===== config.mk =====
export PLATFORM = sky130hd
export DESIGN_NAME = vrp_ram
export DESIGN_NICKNAME = d
export VERILOG_FILES = /design/src/vrp_ram.sv
export SDC_FILE = /design/constraint.sdc
export NUM_CORES = 2
export LEC_CHECK = 0
export BUFFER_PORTS_ARGS = -buffer_cell sky130_fd_sc_hd__buf_2
export CAP_MARGIN = 20
export CORE_UTILIZATION = 23
export DETAILED_ROUTE_END_ITERATION = 12
export HOLD_SLACK_MARGIN = 0.06
export PLACE_DENSITY_LB_ADDON = 0.12
export SLEW_MARGIN = 20
export SYNTH_ARGS = -nofsm -noshare
export SYNTH_HDL_FRONTEND = slang
export SYNTH_SLANG_ARGS = --single-unit

===== constraint.sdc =====
create_clock -name clock -period 2.4 [get_ports clock]
set_input_delay 0.36 -clock clock [delete_from_list [all_inputs] [get_ports clock]]
set_output_delay 0.36 -clock clock [all_outputs]
set_load 0.01 [all_outputs]

===== src/vrp_ram.sv =====
// ----------------------------------------------------------------------------
// vrp_ram: generic simple dual-port RAM
// One write port, one read port with registered read data.
// ----------------------------------------------------------------------------
`timescale 1ns / 1ps

module vrp_ram #(
   parameter int WIDTH = 8,
   parameter int DEPTH = 256
) (
   input  logic                     clock,
   input  logic                     wr_en,
   input  logic [$clog2(DEPTH)-1:0] wr_addr,
   input  logic [WIDTH-1:0]         wr_data,
   input  logic                     rd_en,
   input  logic [$clog2(DEPTH)-1:0] rd_addr,
   output logic [WIDTH-1:0]         rd_data
);

   logic [WIDTH-1:0] mem_ff [DEPTH];
   logic [WIDTH-1:0] rd_data_ff;

   // write port
   always_ff @(posedge clock) begin
      if (wr_en) begin
         mem_ff[wr_addr] <= wr_data;
      end
   end

   // registered read port
   always_ff @(posedge clock) begin
      if (rd_en) begin
         rd_data_ff <= mem_ff[rd_addr];
      end
   end

   assign rd_data = rd_data_ff;

endmodule


* Word level (Yosys, flattened, before mapping)
Memory sizes are Yosys's and may differ from the RTL's. A register that Yosys moved wholly into a read port is not among the register bits.
Cells that the tools add are included.
** Word-level totals
- Register bits :: 0
- RAM bits :: 2048
- Output and inout port bits :: 8
- Word-level logic and storage cells :: 3
- Memories kept :: 1
** Cells by class
- Muxes and demuxes :: 2
** Memory list
- mem_ff :: depth 256, bits a word 8, read ports 1, clocked after Yosys merged registers in 1, wr ports 1, line 20 : logic [WIDTH-1:0] mem_ff [DEPTH];
** Operators with widths (number)
- 1-bit two-way mux :: 2

* Depth between registers and ports, before layout
- Depth in word-level cells :: 2
- Depth in mapped cells :: 11
- Mapped depth without buffers :: 6

* Worst setup path after synthesis
No wires, ideal clock.
- Kind :: input-to-reg
- Start point :: in rd_addr[0]
- End point :: reg rd_data_ff[2], in the netlist rd_data[2], read port of mem_ff (data pin)
- Arrival time :: 2.167 ns
- Path slack :: -0.036 ns
- Cell stages on the path :: 9
- Path through :: buf_6 buf_12 buf_8 buf_2 mux4_2 a22oi_1 a21oi_1 nor4_1 nor4_2
** RTL lines
- from (decl) :: line 16 : input logic [$clog2(DEPTH)-1:0] rd_addr,
- to (decl) :: line 21 : logic [WIDTH-1:0] rd_data_ff;

==> metrics.txt <==
run status=completed; total grt overflow=0; Critical Path Sink Type=register; share of the synthesized area in compound gates (AO/OA/AOI/OAI)=3.416%; classification of the worst-slack hold path=in2reg; commonest non-fill, non-tap cells in the layout=2056 x sky130_fd_sc_hd__edfxtp_1, 722 x sky130_fd_sc_hd__buf_4, 454 x sky130_fd_sc_hd__mux4_2; largest delay contributor family on the critical path=compound AO/OA/AOI/OAI gates; Vias=40460; share of the clock period used by the worst path after layout=between 90% and 100%; Tot GR Track Use=about 15%; worst vdd rail ir drop=~650 uV; DR pass1 iterations=7; count of different cell masters after synthesis=54; most common library cell in the layout ignoring fill and taps=sky130_fd_sc_hd__edfxtp_1; initial antenna violation count=18; FFs w/ async S/R, synth=0%; Highest Clock Rate=~0.42 GHz; Tmin final=2365 ps; core utilization of the finished layout=between 20 and 30%; mux share of post-synthesis cell area=between 10 and 15%; die width=between 500 and 600 microns; pin slew with the least headroom to its limit=a little over 1000 ps; post-synthesis share of cell area spent on full adders, half adders and majority gates=0%; average routed wire per standard cell=around 28 microns; number of nets produced by synthesis=~3800; Critical Setup Path Class=reg2reg; count of endpoints failing hold in the final timing report=0; Syn Inst Count=between 3000 and 4000; post-synthesis share of cell area spent on xor and xnor gates=0%; number of H-tree branching levels=4; Max Clock Skew=55.28 ps; proportion of layout cells with a drive suffix above 1=approximately 36%; post-placement cell count=about 9000; Setup Buffers After CTS=0; wire length of the first global-routing pass=about 360000 microns; most repeated library cell on the critical path=sky130_fd_sc_hd__nor4_4; simple-gate share of the synthesized area=2.625%; Leak=32.01 nW; clock-pin slew reported for the worst setup and hold paths after clock tree synthesis=60 ps; First DRT Iteration DRCs=around 3200; count of nets left with antenna violations after detail routing=0; # IOs=35; Die Outline Area=348600 sq um; number of synthesized flops with an enable pin=2056; Final Wtd Congestion=between 0.7 and 0.8; number of standard cells in the final layout excluding fillers=9371; Cell Area, Synth=about 80000 sq um; number of placement rows=~220; Avg Vias per Cell=around 4.3; Seq cells post-synth=~2100; area overhead of the layout relative to synthesis=25.77%; latest clock arrival within the worst-skew pair=just over 900 ps; clock root buffer master=sky130_fd_sc_hd__clkbuf_16; final count of negative-setup-slack endpoints=0; list of cells traversed by the critical path=mux4_2 > a22oi_1 > a21oi_1 > nor4_4 > buf_4 > nor4_4; NumNets Final=4642; normalized max-slew margin=a little under a third; max-slew violation count=0; Longest Clk Path Bufs=4; height of the die=~590 microns; number of global-route vias before repair=43000; number of buffers created by CTS=238; aggregate routed wire length=around 260000 microns; Avg Cell Area, Syn=21.33 sq um; required time worst endpoint=about 3100 ps; port bufs=34; total half-perimeter wirelength after legalization and detailed placement=between 150000 and 200000 microns; Max FO, Critical Path=1; # clock sinks=around 2100; Synthesis Warnings=0; Filler cells=33860; core region area=343800 sq um; CTS tree=done; dominant combinational cell family by area after synthesis=multiplexers; ys flop type=sky130_fd_sc_hd__edfxtp_1; count of max-cap constraint violations=0; residual DRC count=0; critical-path cell with the highest stage delay=sky130_fd_sc_hd__mux4_2; Buffers & Inverters on Critical Path=1; crit path DAT=between 3000 and 4000 ps; sequential share of the synthesized area=77.53%; initial standard-cell utilization of the core=between 20% and 30%; largest net degree at the start of global routing=around 110; stage delay of the slowest cell on the critical path=roughly 470 ps; type of origin of the critical path=register; area of all placed cells without fillers=between 100000 and 150000 sq um; total power per unit cell area=approximately 810 nW/um^2; Placement Cell Area=91920 sq um; unrepaired setup endpoints after global routing=true
-- worst min-delay path, delay by kind of cell --
family | cells | cell delay [ps]
buffers and inverters | 1 | 170
AND/OR/NAND/NOR | 2 | 390
-- what timing repair did --
action / 4_1_cts / 5_1_grt
endpoints found under the setup margin: 8 / 8
hold buffers: 9 / 0
gates resized for setup: 45 / 27
pin swaps: 7 / 16
endpoints found under the hold margin: 537 / 0
-- final cells by class --
type	count	area [sq um]	area share, %
repair buffers	875	8004	7.992
clock inverters	151	1569	1.567
clock buffers	282	6142	6.133
diodes	6	15.01	0.01499
well taps	4557	5702	5.693
flip-flops and latches	2056	61740	61.64
multi-input cells	1442	16980	16.95
inverters	2	7.507	0.007496
-- sequential cells by signal, indices dropped and copies added (netlist names) --
register and count:
mem_ff 2048, rd_data 8
-- where the power goes --
part | switching, W | internal (W) | total, W
Sequential | 0.0000490 | 0.0396 | 0.0397
Clock | 0.0152 | 0.0211 | 0.0363
Combinational | 0.00288 | 0.00194 | 0.00482
Total | 0.0181 | 0.0627 | 0.0808
-- per-stage QoR --
stage / TNS, ps / total power (W) / setup WS [ps] / hold WS, ps
2_1_floorplan: -6.955 / 0.04232 / -3.478 / 458.9
3_5_place_dp: -9090 / 0.04527 / -1382 / 770.5
5_1_grt: -43.32 / 0.08342 / -30.33 / 210.5
3_3_place_gp: -10220 / 0.04526 / -1532 / 772.3
4_1_cts: 0 / 0.08199 / 1.162 / 160.5
6_report: 0 / 0.08076 / 35.49 / 235.5
-- synth_stat cells, types with 10 or more instances --
master	instances	area share, %
sky130_fd_sc_hd__nor3_1	22	0.14
sky130_fd_sc_hd__a21oi_1	96	0.60
sky130_fd_sc_hd__a211oi_1	16	0.15
sky130_fd_sc_hd__nor2_1	282	1.3
sky130_fd_sc_hd__a221oi_1	13	0.14
sky130_fd_sc_hd__nand3_1	34	0.21
sky130_fd_sc_hd__edfxtp_1	2056	78
sky130_fd_sc_hd__buf_2	31	0.19
sky130_fd_sc_hd__nor2b_1	31	0.24
sky130_fd_sc_hd__a22oi_1	133	1.3
sky130_fd_sc_hd__mux4_2	454	13
sky130_fd_sc_hd__buf_4	27	0.25
sky130_fd_sc_hd__mux2i_1	134	1.7
sky130_fd_sc_hd__buf_8	13	0.25
sky130_fd_sc_hd__o22ai_1	28	0.22
sky130_fd_sc_hd__o211ai_1	10	0.094
sky130_fd_sc_hd__buf_6	21	0.30
sky130_fd_sc_hd__o221ai_1	46	0.51
sky130_fd_sc_hd__nand2_1	33	0.16
sky130_fd_sc_hd__o21ai_0	10	0.063
sky130_fd_sc_hd__nor4_1	24	0.19
sky130_fd_sc_hd__buf_1	22	0.10
sky130_fd_sc_hd__nand4_1	10	0.079
sky130_fd_sc_hd__clkbuf_1	111	0.52
-- per-layer routing --
metal  global-route usage (%)  routed length, microns
met5                        0                       7
met4                    3.312                    5512
met3                    2.506                   11540
met2                    24.17                  123400
met1                    20.29                  118100
-- path summary, 6_finish.rpt --
path                                     from             end  slack (ps)  depth (start not counted)
worst max register to register  mem_ff[44][4]      rd_data[4]          40                          6
worst min-delay path               wr_addr[2]  mem_ff[174][4]         240                          3
worst max-delay path            mem_ff[44][4]      rd_data[4]          40                          6
worst min register to register  mem_ff[60][0]      rd_data[0]        1220                          7
-- kinds of logic after synthesis --
logic type	count (synthesis)
AOI/OAI and AO/OA	385
buffers and inverters	235
DFF	2056
muxes	591
and+or+nand+nor	466
Power figures use the tool's default switching activity.
