==> config.mk <==
export PLATFORM = sky130hd
export DESIGN_NAME = vrp_resolve
export DESIGN_NICKNAME = d
export VERILOG_FILES = /design/src/vrp_pkg.sv /design/src/vrp_resolve.sv
export SDC_FILE = /design/constraint.sdc
export NUM_CORES = 1
export LEC_CHECK = 0
export CAP_MARGIN = 20
export CORE_MARGIN = 5
export CORE_UTILIZATION = 45
export CTS_CLUSTER_SIZE = 12
export DETAILED_ROUTE_END_ITERATION = 8
export DONT_BUFFER_PORTS = 1
export GPL_TIMING_DRIVEN = 1
export PLACE_DENSITY = 0.56
export SETUP_SLACK_MARGIN = 0.3
export SYNTH_ARGS = -nofsm -noshare
export SYNTH_HDL_FRONTEND = slang
export SYNTH_SLANG_ARGS = --single-unit
==> constraint.sdc <==
create_clock -name clock -period 5.73 [get_ports clock]
set_clock_uncertainty 0.05 [all_clocks]
set_input_delay 0.8595 -clock clock [delete_from_list [all_inputs] [get_ports clock]]
set_output_delay 0.8595 -clock clock [all_outputs]
set_load 0.02 [all_outputs]
==> src/vrp_pkg.sv <==
// ----------------------------------------------------------------------------
// vrp_pkg: shared types, codes and helpers of the video register port
// Command and register codes, memory map constants, the stage-two payload
// and memory request structs, and the nametable/palette index helpers.
// ----------------------------------------------------------------------------
`timescale 1ns / 1ps

package vrp_pkg;

   // Commands carried in req_tuser
   localparam logic [2:0] CMD_READ      = 3'd0;
   localparam logic [2:0] CMD_WRITE     = 3'd1;
   localparam logic [2:0] CMD_VBLANK    = 3'd2;
   localparam logic [2:0] CMD_PRERENDER = 3'd3;
   localparam logic [2:0] CMD_HIT       = 3'd4;
   localparam logic [2:0] CMD_OVERFLOW  = 3'd5;

   // Register numbers
   localparam logic [2:0] REG_CONTROL   = 3'd0;
   localparam logic [2:0] REG_MASK      = 3'd1;
   localparam logic [2:0] REG_STATUS    = 3'd2;
   localparam logic [2:0] REG_OAM_ADDR  = 3'd3;
   localparam logic [2:0] REG_OAM_DATA  = 3'd4;
   localparam logic [2:0] REG_SCROLL    = 3'd5;
   localparam logic [2:0] REG_ADDR      = 3'd6;
   localparam logic [2:0] REG_DATA      = 3'd7;

   // Nametable mirroring modes
   localparam logic [1:0] MIR_HORIZONTAL = 2'd0;
   localparam logic [1:0] MIR_VERTICAL   = 2'd1;
   localparam logic [1:0] MIR_SINGLE_LO  = 2'd2;
   localparam logic [1:0] MIR_SINGLE_HI  = 2'd3;

   // Open-bus update done in stage two
   localparam logic [2:0] OB_KEEP   = 3'd0;
   localparam logic [2:0] OB_LOAD   = 3'd1;
   localparam logic [2:0] OB_STATUS = 3'd2;
   localparam logic [2:0] OB_MEM    = 3'd3;
   localparam logic [2:0] OB_BUFFER = 3'd4;

   // Memory selects
   localparam logic [1:0] SRC_SPRITE    = 2'd0;
   localparam logic [1:0] SRC_PATTERN   = 2'd1;
   localparam logic [1:0] SRC_NAMETABLE = 2'd2;
   localparam logic [1:0] SRC_PALETTE   = 2'd3;

   // Sizes and memory map
   localparam int NAMETABLE_BYTES_DEF = 2048;
   localparam int PATTERN_BYTES       = 8192;
   localparam int PALETTE_ENTRIES     = 32;
   localparam int SPRITE_BYTES        = 256;
   localparam int PALETTE_WIDTH       = 6;

   localparam logic [13:0] PATTERN_LIMIT = 14'h2000;
   localparam logic [13:0] PALETTE_BASE  = 14'h3f00;

   // Status flag bits
   localparam int ST_VBLANK   = 2;
   localparam int ST_HIT      = 1;
   localparam int ST_OVERFLOW = 0;

   // Memory access issued on the accept edge
   typedef struct packed {
      logic        rd;
      logic        wr;
      logic [1:0]  src;
      logic [12:0] addr;
      logic [7:0]  wdata;
   } mem_req_type;

   // Payload of stage two
   typedef struct packed {
      logic [2:0]  ob_op;
      logic [1:0]  src;
      logic [7:0]  wr_byte;
      logic [2:0]  status;
      logic        nmi;
      logic [14:0] vram;
      logic [2:0]  fine;
      logic [7:0]  control;
      logic [7:0]  mask;
   } stage_type;

   // Result beat
   typedef struct packed {
      logic [7:0]  read_data;
      logic        nmi;
      logic [14:0] vram;
      logic [2:0]  fine;
      logic [7:0]  control;
      logic [7:0]  mask;
   } rsp_type;

   // Nametable index under the four mirroring modes
   function automatic logic [10:0] nt_index(input logic [1:0] mirroring,
                                            input logic [13:0] a);
      logic [10:0] idx;
      case (mirroring)
         MIR_HORIZONTAL: idx = {a[11], a[9:0]};
         MIR_VERTICAL:   idx = a[10:0];
         MIR_SINGLE_LO:  idx = {1'b0, a[9:0]};
         default:        idx = {1'b1, a[9:0]};
      endcase
      return idx;
   endfunction

   // Palette index; backdrop entries of sprite palettes fold down
   function automatic logic [4:0] pal_index(input logic [13:0] a);
      logic [4:0] p;
      p = a[4:0];
      if (p[4] && (p[1:0] == 2'b00)) begin
         p[4] = 1'b0;
      end
      return p;
   endfunction

endpackage

==> src/vrp_resolve.sv <==
// ----------------------------------------------------------------------------
// vrp_resolve: open-bus, read buffer and result register
// Stage two merges the memory read data into the open-bus latch and the
// read buffer, then loads the result register that drives the rsp side.
// ----------------------------------------------------------------------------
`timescale 1ns / 1ps

module vrp_resolve (
   input  logic               clock,
   input  logic               reset,
   input  logic               mid_load,
   input  vrp_pkg::stage_type mid_data,
   output logic               mid_ready,
   input  logic [7:0]         sprite_rd,
   input  logic [7:0]         pattern_rd,
   input  logic [7:0]         nametable_rd,
   input  logic [5:0]         palette_rd,
   output logic               rsp_tvalid,
   input  logic               rsp_tready,
   output vrp_pkg::rsp_type   rsp
);

   logic               mid_valid_ff, mid_valid_in;
   vrp_pkg::stage_type mid_ff;
   logic               out_valid_ff, out_valid_in;
   vrp_pkg::rsp_type   out_ff;
   logic [7:0]         open_bus_ff, open_bus_in;
   logic [7:0]         read_buffer_ff, read_buffer_in;
   logic               mid_adv;
   logic [7:0]         mem_data;

   // pipeline flow
   assign mid_adv      = mid_valid_ff && (!out_valid_ff || rsp_tready);
   assign mid_ready    = !mid_valid_ff || mid_adv;
   assign mid_valid_in = mid_load || (mid_valid_ff && !mid_adv);
   assign out_valid_in = mid_adv || (out_valid_ff && !rsp_tready);

   // read data of the memory this beat used
   always_comb begin
      case (mid_ff.src)
         vrp_pkg::SRC_SPRITE:    mem_data = sprite_rd;
         vrp_pkg::SRC_PATTERN:   mem_data = pattern_rd;
         vrp_pkg::SRC_NAMETABLE: mem_data = nametable_rd;
         default:                mem_data = {2'b00, palette_rd};
      endcase
   end

   // open-bus and read buffer update
   always_comb begin
      open_bus_in    = open_bus_ff;
      read_buffer_in = read_buffer_ff;
      case (mid_ff.ob_op)
         vrp_pkg::OB_LOAD:   open_bus_in = mid_ff.wr_byte;
         vrp_pkg::OB_STATUS: open_bus_in = {mid_ff.status, open_bus_ff[4:0]};
         vrp_pkg::OB_MEM:    open_bus_in = mem_data;
         vrp_pkg::OB_BUFFER: begin
            open_bus_in    = read_buffer_ff;
            read_buffer_in = mem_data;
         end
         default: begin
         end
      endcase
   end

   // control registers
   always_ff @(posedge clock) begin
      if (reset) begin
         mid_valid_ff   <= 1'b0;
         out_valid_ff   <= 1'b0;
         open_bus_ff    <= 8'd0;
         read_buffer_ff <= 8'd0;
      end else begin
         mid_valid_ff <= mid_valid_in;
         out_valid_ff <= out_valid_in;
         if (mid_adv) begin
            open_bus_ff    <= open_bus_in;
            read_buffer_ff <= read_buffer_in;
         end
      end
   end

   // payload registers
   always_ff @(posedge clock) begin
      if (mid_load) begin
         mid_ff <= mid_data;
      end
      if (mid_adv) begin
         out_ff.read_data <= open_bus_in;
         out_ff.nmi       <= mid_ff.nmi;
         out_ff.vram      <= mid_ff.vram;
         out_ff.fine      <= mid_ff.fine;
         out_ff.control   <= mid_ff.control;
         out_ff.mask      <= mid_ff.mask;
      end
   end

   assign rsp_tvalid = out_valid_ff;
   assign rsp        = out_ff;

`ifndef SYNTHESIS
   // a held result blocks stage two
   a_stall_holds_mid: assert property (@(posedge clock) disable iff (reset)
      out_valid_ff && !rsp_tready |-> !mid_adv)
      else $error("stage two advanced into a stalled result");

   // the pending result always shows the current open-bus latch
   a_result_matches_bus: assert property (@(posedge clock) disable iff (reset)
      out_valid_ff |-> out_ff.read_data == open_bus_ff)
      else $error("result byte differs from open-bus latch");

   // buffered read refills the buffer from memory
   a_buffer_refill: assert property (@(posedge clock) disable iff (reset)
      mid_adv && (mid_ff.ob_op == vrp_pkg::OB_BUFFER)
      |=> read_buffer_ff == $past(mem_data))
      else $error("read buffer not refilled");
`endif

endmodule
Word-level counts from Yosys, hierarchy flattened

Index checks and enable logic that the tools add are counted.

$add $sub $neg: 0
$mul: 0
Divide/modulo/power cells: 0
$lt $le $gt $ge: 0
Eq/ne operators: 6
Shifts and indexed selects: 0
Mux-type cells: 2
Bitwise logic cells: 0
Reduce and logical (&&, ||, !) cells: 13

Operators with widths:

| operator                                             | count |
|---|---|
| case mux 8 bit (4 select lines)                      | 1 |
| case mux 8 bit (3 select lines)                      | 1 |
| equality test 3 x 2 -> 1 bit (second input constant) | 2 |
| zero test 1 bit                                      | 4 |
| logical OR 1 bit                                     | 4 |
| equality test 3 x 1 -> 1 bit (second input constant) | 1 |
| equality test 3 bit (second input constant)          | 1 |
| logical AND 1 bit                                    | 3 |
| equality test 2 x 1 -> 1 bit (second input constant) | 1 |
| equality test 2 bit (second input constant)          | 1 |
| zero test 2 bit                                      | 1 |
| AND reduction 2 bit                                  | 1 |

Flip-flop bits (word level): 112
Latch bits: 0
Bits in writable memories: 0
Memory bits (read-only): 0
Output and inout bits: 45
Logic and storage cells: 40
Memories: 0

Depth between registers and ports, before layout

Gate-level depths: netlist (run 1).

Word-level depth: 6
Mapped depth: 5

Least setup slack after synthesis (run 1)

No wires, ideal clock.

Kind: input -> register
From: input rsp_tready
To: register open_bus_ff[4]
Library setup time: 0.088 ns
Arrival: 2.252 ns
Data required time: 5.592 ns
Slack: 3.339 ns
Stages on the path: 5
Buffers on the path: 1
Cells stage by stage: nor2b_1 -> nor2b_1 -> buf_2 -> nor2_1 -> a311oi_2

Cells in the longest elaborated chain, start to end: 2

Ends and longest elaborated chain:

| item                 | line              | RTL |
|---|---|---|
| from (decl)          | vrp_resolve.sv:19 | `input logic rsp_tready,` |
| logical OR 1 bit     | vrp_resolve.sv:33 | `assign mid_adv = mid_valid_ff && (!out_valid_ff \|\| rsp_tready);` |
| logical AND 1 bit    | vrp_resolve.sv:33 |  |
| net mid_adv          | vrp_resolve.sv:29 | `logic mid_adv;` |
| to (signal assigned) | vrp_resolve.sv:76 | `open_bus_ff <= open_bus_in;` |
| to (decl)            | vrp_resolve.sv:27 | `logic [7:0] open_bus_ff, open_bus_in;` |

The timed path passes the listed nets, and every way through them passes these cells.
A chain may end at the register's enable or synchronous reset.

Worst setup path in the final report (run 1)

From: register out_valid_ff (netlist: rsp_tvalid)
To: output mid_ready

Cells in the longest elaborated chain, start to end: 4

Ends and longest elaborated chain:

| item                   | line              | RTL |
|---|---|---|
| from (decl)            | vrp_resolve.sv:25 | `logic out_valid_ff, out_valid_in;` |
| from (signal assigned) | vrp_resolve.sv:74 | `out_valid_ff <= out_valid_in;` |
| zero test 1 bit        | vrp_resolve.sv:33 |  |
| logical OR 1 bit       | vrp_resolve.sv:33 |  |
| logical AND 1 bit      | vrp_resolve.sv:33 |  |
| logical OR 1 bit       | vrp_resolve.sv:34 | `assign mid_ready = !mid_valid_ff \|\| mid_adv;` |
| to (decl)              | vrp_resolve.sv:13 | `output logic mid_ready,` |

Every way passes these cells.

==> run summary, run 1 <==
FP Rows -> 34
Post-Syn Nets -> 309
Final setup violation count -> 0
First-pass GRT wire length -> 10600 um
Crit Path Class -> flop to output port
Register bit total from synthesis -> 112
Die Y -> 105 um
Synth Cell Area -> 4030 um2
Pins Over Slew Limit -> 0
Least-Margin Pin Slew -> 0.702 ns
Die width -> 105 um
Grt ovf -> 0
CP Launch Type -> flop
Post-CTS Setup Bufs -> 0
Vias -> 1827
Clock transition at path regs -> 0.11 ns
Number of max-cap violations -> 0
Routability cong. -> 0.703
Routed len/inst -> 20.0 um
Worst EP required -> 4.82 ns
Setup crit end kind -> output port
H-Tree Depth -> 3
VDD IR max -> 0.000182 V
IO Count -> 130
Largest net degree at the start of global routing -> 58
Detailed Place HPWL -> 4730 um
Overall power -> 1.57 mW
Die area -> 10900 um2
Area Overhead vs Synth -> 8.23%
Run status -> completed
Setup_tns -> 0 ns
Final ANT Viol Nets -> 0
Core Footprint -> 8720 um2
Clock Tree Buf Depth -> 2
Leakage -> 1.51 nW
CP Data Arrival Time -> 1.48 ns
Sequential cell area -> 3180 um2
CTS tree -> built
Syn. warnings -> 0
Sequential share of the synthesized area -> 79.0%
Layout cells sized above 1 -> 15.0%
TritonCTS Buffers -> 9
Final Hold Viols -> 0
Fmax -> 0.419 GHz
Number of gates resized after CTS -> 0
Top FF cell, synth -> edfxtp_1
Number of remaining DRC errors -> 0
Slew HR -> 53.2%
Vias in the first global route -> 1935
Synth top area share -> 70.0%
Antenna Cells -> 0
CTS Sinks -> 112
CTS Root Cell -> clkbuf_8
Cell taking the most area after synthesis -> edfxtp_1
Fin crit period -> 2.39 ns
Post-CTS Hold Buffers -> 0
Footprint of the multi-input gates -> 793 um2
Initial antenna violation count -> 0
Vias/cell -> 5.36
Number of flops mapped to enable cells by yosys -> 94
Syn avg cell area -> 18.0 um2
TritonRoute pass-1 iters -> 4
Worst-path maximum fanout -> 5
Total track usage -> 12.7%
Min-Delay Path Class -> flop to flop
WL final -> 6820 um
Final period util -> 41.7%
Power density cells -> 359 nW/um2
Initial Util -> 46.2%
Post-layout util -> 50.0%
Port bufs -> 0
Worst hold slack -> 0.378 ns
Unique masters post-synth -> 28
Nets -> 313
Synth Instances -> 224
Fillers -> 708
Area contributors post-synth -> edfxtp_1 70%, dfxtp_1 8.9%, mux2i_1 3.7%
Clk_lat worst skew -> 0.37 ns
DR iter-0 viols -> 72
Async SR Flop Fraction -> 0%
Unrepaired setup endpoints after global routing -> no
## critical path, cell delays in order (launching register included)
cell	delay (ns)
dfxtp_1	0.46
nor2b_1	0.40
nand2_1	0.24
## flip-flops by register name, indices dropped and copies added, names as in the netlist
register        cells
mid_ff             51
rsp_tvalid          1
read_buffer_ff      8
rsp                43
mid_valid_ff        1
open_bus_ff         8
## cells by family after synthesis
| group | Yosys count | share of synthesized area (%) |
|---|---|---|
| buffers and inverters | 12 | 1.52 |
| XOR/XNOR | 1 | 0.217 |
| flip-flops | 112 | 79.0 |
| AO/OA/AOI/OAI | 22 | 4.94 |
| AND/OR/NAND/NOR | 51 | 5.87 |
| multiplexers | 26 | 8.48 |
## through the flow
step	cell area, um2	cells	worst slack (ns)
2_1_floorplan	4030	224	3.34
3_3_place_gp	4130	325	3.41
3_5_place_dp	4130	325	3.39
4_1_cts	4360	341	3.31
5_1_grt	4360	341	3.20
6_report	4360	341	3.34
## synthesized netlist by cell type, types with 2 or more instances
master,count
buf_2,3
mux2_2,5
nand2b_1,3
mux4_2,6
mux2i_1,15
a221oi_1,3
nor2b_1,4
a22oi_1,5
o21ai_0,2
nand2_1,12
nor3_1,3
a2bb2oi_1,3
nand3b_1,2
o22ai_1,3
a311oi_2,5
nor2_1,24
clkbuf_1,2
dfxtp_1,18
edfxtp_1,94
inv_1,4
## cell type report
type,count,area share [%]
Tap cell,108,3.10
Sequential cell,112,73.0
Clock buffer,9,2.84
Inverter,4,0.344
Multi-Input combinational cell,100,18.2
Clock inverter,7,2.38
Timing Repair Buffer,1,0.172
## report_power, final
group | switching [mW] | total [mW] | internal [mW]
Combinational | 0.0390 | 0.0726 | 0.0336
Clock | 0.282 | 0.503 | 0.221
Sequential | 0.0463 | 0.992 | 0.946
Total | 0.367 | 1.57 | 1.20
## per-layer routing
metal / share of wire [%] / vias up / routed length, um / GRT usage, %
met2: 52 / 70 / 3540 / 21.0
met4: 1.0 / 0 / 70 / 3.56
met5: 0 / - / 0 / 0
li1: - / 868 / - / -
met1: 41 / 880 / 2770 / 15.3
met3: 6.5 / 9 / 445 / 5.43
## placed cells by master (no fill, tap or decap)
cell type | netlist | final
edfxtp_1 | 94 | 94
nor2_1 | 24 | 24
dfxtp_1 | 18 | 18
mux2i_1 | 15 | 15
nand2_1 | 12 | 12
clkbuf_8 | 0 | 9
mux4_2 | 6 | 6
a22oi_1 | 5 | 5
mux2_2 | 5 | 5
a311oi_2 | 5 | 5
inv_1 | 4 | 4
nand2b_1 | 3 | 3
nor3_1 | 3 | 3
nor2b_1 | 4 | 3
o22ai_1 | 3 | 3
a2bb2oi_1 | 3 | 3
a221oi_1 | 3 | 3
inv_8 | 0 | 3
nand3b_1 | 2 | 2
o21ai_0 | 2 | 2
nor2_4 | 1 | 1
xnor2_1 | 1 | 1
nor2b_4 | 0 | 1
and2b_1 | 1 | 1
nand4b_1 | 1 | 1
a21oi_1 | 1 | 1
clkinvlp_4 | 0 | 1
clkinv_8 | 0 | 1
inv_12 | 0 | 1
bufinv_16 | 0 | 1
buf_4 | 1 | 1
## worst paths after layout
check             cells after the start                  start  slack, ns                          end
setup / recovery                      2  rsp_tvalid$_SDFF_PP0_       3.34                    mid_ready
hold / removal                        0   mid_ff[17]$_DFFE_PP_       0.38            rsp[17]$_DFFE_PP_
hold reg to reg                       0   mid_ff[17]$_DFFE_PP_       0.38            rsp[17]$_DFFE_PP_
setup reg to reg                      5  rsp_tvalid$_SDFF_PP0_       3.81  open_bus_ff[6]$_SDFFE_PP0P_
No activity file was read; power rests on OpenSTA's default activity.
==> run 2, diff against run 1 <==
- clock period: 5.73 -> 2.5 ns (I/O delays scaled with it)
==> run 2 against run 1 <==
Non-clock buffer count increased by 4. Sequential cell count unchanged. Highest routed layer unchanged. Hold slack got worse by 0.35 ns. Largest power group unchanged. Worst setup slack got worse by 2.8 ns. Cell count increased by 1.2%. Critical endpoint unchanged.
==> run summary, run 2 (synthesis results as in run 1) <==
Die width -> 105 um (unchanged)
Final period util -> 76.3%
Initial antenna violation count -> 0 (unchanged)
Clock Tree Buf Depth -> 2 (unchanged)
Total track usage -> 13.0% (+0.27 points)
Layout cells sized above 1 -> 14.8% (-0.25 points)
Least-Margin Pin Slew -> 0.632 ns (-0.0701 ns)
Fmax -> 0.524 GHz
Die Y -> 105 um (unchanged)
Post-CTS Hold Buffers -> 1 (+1)
Most common cell after layout, fill and taps aside -> edfxtp_1
Critical-path top delay cell -> dfxtp_1
Detailed Place HPWL -> 4820 um (+1.9%)
Combinational share of power -> 5.2% (+0.6 points)
Worst-path maximum fanout -> 5 (unchanged)
Power share of the sequential group -> 66.0% (+2.7 points)
CTS tree -> built
CTS Sinks -> 112 (unchanged)
Clk_lat worst skew -> 0.36 ns (about the same)
Setup crit end kind -> output port
Cell Count, Final, Fillers Out -> 345 (+1.2%)
Final Hold Viols -> 0 (unchanged)
Unrepaired setup endpoints after global routing -> no
Setup WS post-layout -> 0.593 ns (-2.75 ns)
Grt ovf -> 0 (unchanged)
Stages on worst setup path -> 2 (unchanged)
Routability cong. -> 0.728 (+3.5%)
Worst-path cell chain -> nor2b_1 -> nand2_1
Max reg flops -> 51 (unchanged)
Sequential cell area -> 3180 um2 (unchanged)
Sw Share -> 23.6% (+0.11 points)
Crit Path Class -> flop to output port
Pre-CTS WS -> 0.619 ns (-2.77 ns)
H-Tree Depth -> 3 (unchanged)
Run status -> completed
Routed len/inst -> 20.2 um (+1.0%)
Dpl cells -> 326 (+0.31%)
Initial Util -> 46.2% (unchanged)
Metal-1 WL -> 2840 um (+2.3%)
Crit path launch -> rsp_tvalid$_SDFF_PP0_
WL met2 -> 3550 um (+0.48%)
Worst R2R End -> rsp[40]$_DFFE_PP_
Clock transition at path regs -> 0.10 ns (about the same)
Footprint of the multi-input gates -> 793 um2 (unchanged)
Number of gates resized after CTS -> 0 (unchanged)
First-pass GRT wire length -> 11000 um (+3.4%)
Most flop-heavy register -> mid_ff
Critical Path End -> mid_ready
TritonCTS Buffers -> 9 (unchanged)
CP Data Arrival Time -> 1.48 ns (about the same)
Leakage -> 1.51 nW (+0.14%)
TritonRoute pass-1 iters -> 4 (unchanged)
Largest stage delay, worst path -> 0.46 ns (about the same)
Final ANT Viol Nets -> 0 (unchanged)
Vias -> 1847 (+1.1%)
Metal3 WL -> 496 um (+11%)
Setup_tns -> 0 ns (unchanged)
FF-to-FF path depth -> 3 (-2)
Die area -> 10900 um2 (unchanged)
CP top delay family -> simple AND/OR/NAND/NOR gates
Pins Over Slew Limit -> 0 (unchanged)
Worst hold slack -> 0.0268 ns (-0.351 ns)
DP Area -> 4150 um2 (+0.48%)
Post-layout util -> 50.1% (+0.072 points)
Post-CTS Setup Bufs -> 0 (unchanged)
WL final -> 6980 um (+2.2%)
IO Count -> 130 (unchanged)
Core Footprint -> 8720 um2 (unchanged)
Commonest non-fill, non-tap cells in the layout -> 94 x edfxtp_1, 24 x nor2_1, 18 x dfxtp_1, 15 x mux2i_1, 12 x nand2_1
Net Switching -> 0.812 mW (+120%)
Area Overhead vs Synth -> 8.38%
RR Startpoint -> mid_ff[46]$_DFFE_PP_
DR top layer -> met4
FP Rows -> 34 (unchanged)
Number of max-cap violations -> 0 (unchanged)
Vias/cell -> 5.35 (about the same)
Antenna Cells -> 0 (unchanged)
Reg2reg setup slack -> 0.60 ns (-3.21 ns)
Fin crit period -> 1.91 ns
Worst EP required -> 2.08 ns (-2.74 ns)
Design area -> 4370 um2 (+0.14%)
Final setup violation count -> 0 (unchanged)
Slew HR -> 57.7% (+4.5 points)
CTS Root Cell -> clkbuf_8
Port bufs -> 0 (unchanged)
Overall power -> 3.45 mW (+120%)
Number of remaining DRC errors -> 0 (unchanged)
Largest net degree at the start of global routing -> 53 (-8.6%)
CP Launch Type -> flop
VDD IR max -> 0.000392 V (+120%)
Int Power -> 2.64 mW (+120%)
Fillers -> 682 (-3.7%)
Vias in the first global route -> 1990 (+2.8%)
Power density cells -> 789 nW/um2 (+120%)
Crit path buffers/inverters -> 0 (unchanged)
Nets -> 317 (+1.3%)
DR iter-0 viols -> 81 (+13%)
Clk pwr share -> 28.8% (-3.3 points)
Min-Delay Path Class -> primary input to flop
run 2: how the worst min path moves through the flow:
stage | from | slack (ns) | cells after the start | end
finish | reset | 0.03 | 1 | read_buffer_ff[4]$_SDFFE_PP0P_
global route | reset | 0.004 | 1 | read_buffer_ff[4]$_SDFFE_PP0P_
CTS | reset | 0.00007 | 1 | read_buffer_ff[5]$_SDFFE_PP0P_
detailed placement | mid_ff[14]$_DFFE_PP_ | 0.35 | 0 | rsp[14]$_DFFE_PP_
global placement | mid_ff[1]$_DFFE_PP_ | 0.35 | 0 | rsp[1]$_DFFE_PP_
floorplan | mid_ff[0]$_DFFE_PP_ | 0.35 | 0 | rsp[0]$_DFFE_PP_
run 2: worst reg2reg max path, delay by kind of cell (launching register included):
kind               cells  cell delay, ns
muxes                  1            0.59
DFF                    1            0.67
AOI/OAI and AO/OA      1            0.26
and+or+nand+nor        1            0.08
run 2: cell type report:
type | count | share of cell area, %
Clock buffer | 9 | 2.84
Clock inverter | 7 | 1.37
Inverter | 4 | 0.344
Multi-Input combinational cell | 100 | 18.2
Sequential cell | 112 | 72.9
Tap cell | 108 | 3.09
Timing Repair Buffer | 5 | 1.32
run 2: power by group through the flow:
stage | Sequential (mW) | Combinational (mW) | Clock (mW)
2_1_floorplan | 2.29 | 0.156 | 0
3_3_place_gp | 2.32 | 0.170 | 0
3_5_place_dp | 2.32 | 0.172 | 0
4_1_cts | 2.28 | 0.176 | 1.05
5_1_grt | 2.29 | 0.201 | 1.13
6_report | 2.27 | 0.179 | 0.995
run 2: layer usage:
metal / global-route usage, % / up-vias
met4: 4.38 / 0
li1: - / 878
met2: 21.4 / 72
met3: 5.36 / 8
met1: 15.5 / 889
met5: 0 / -
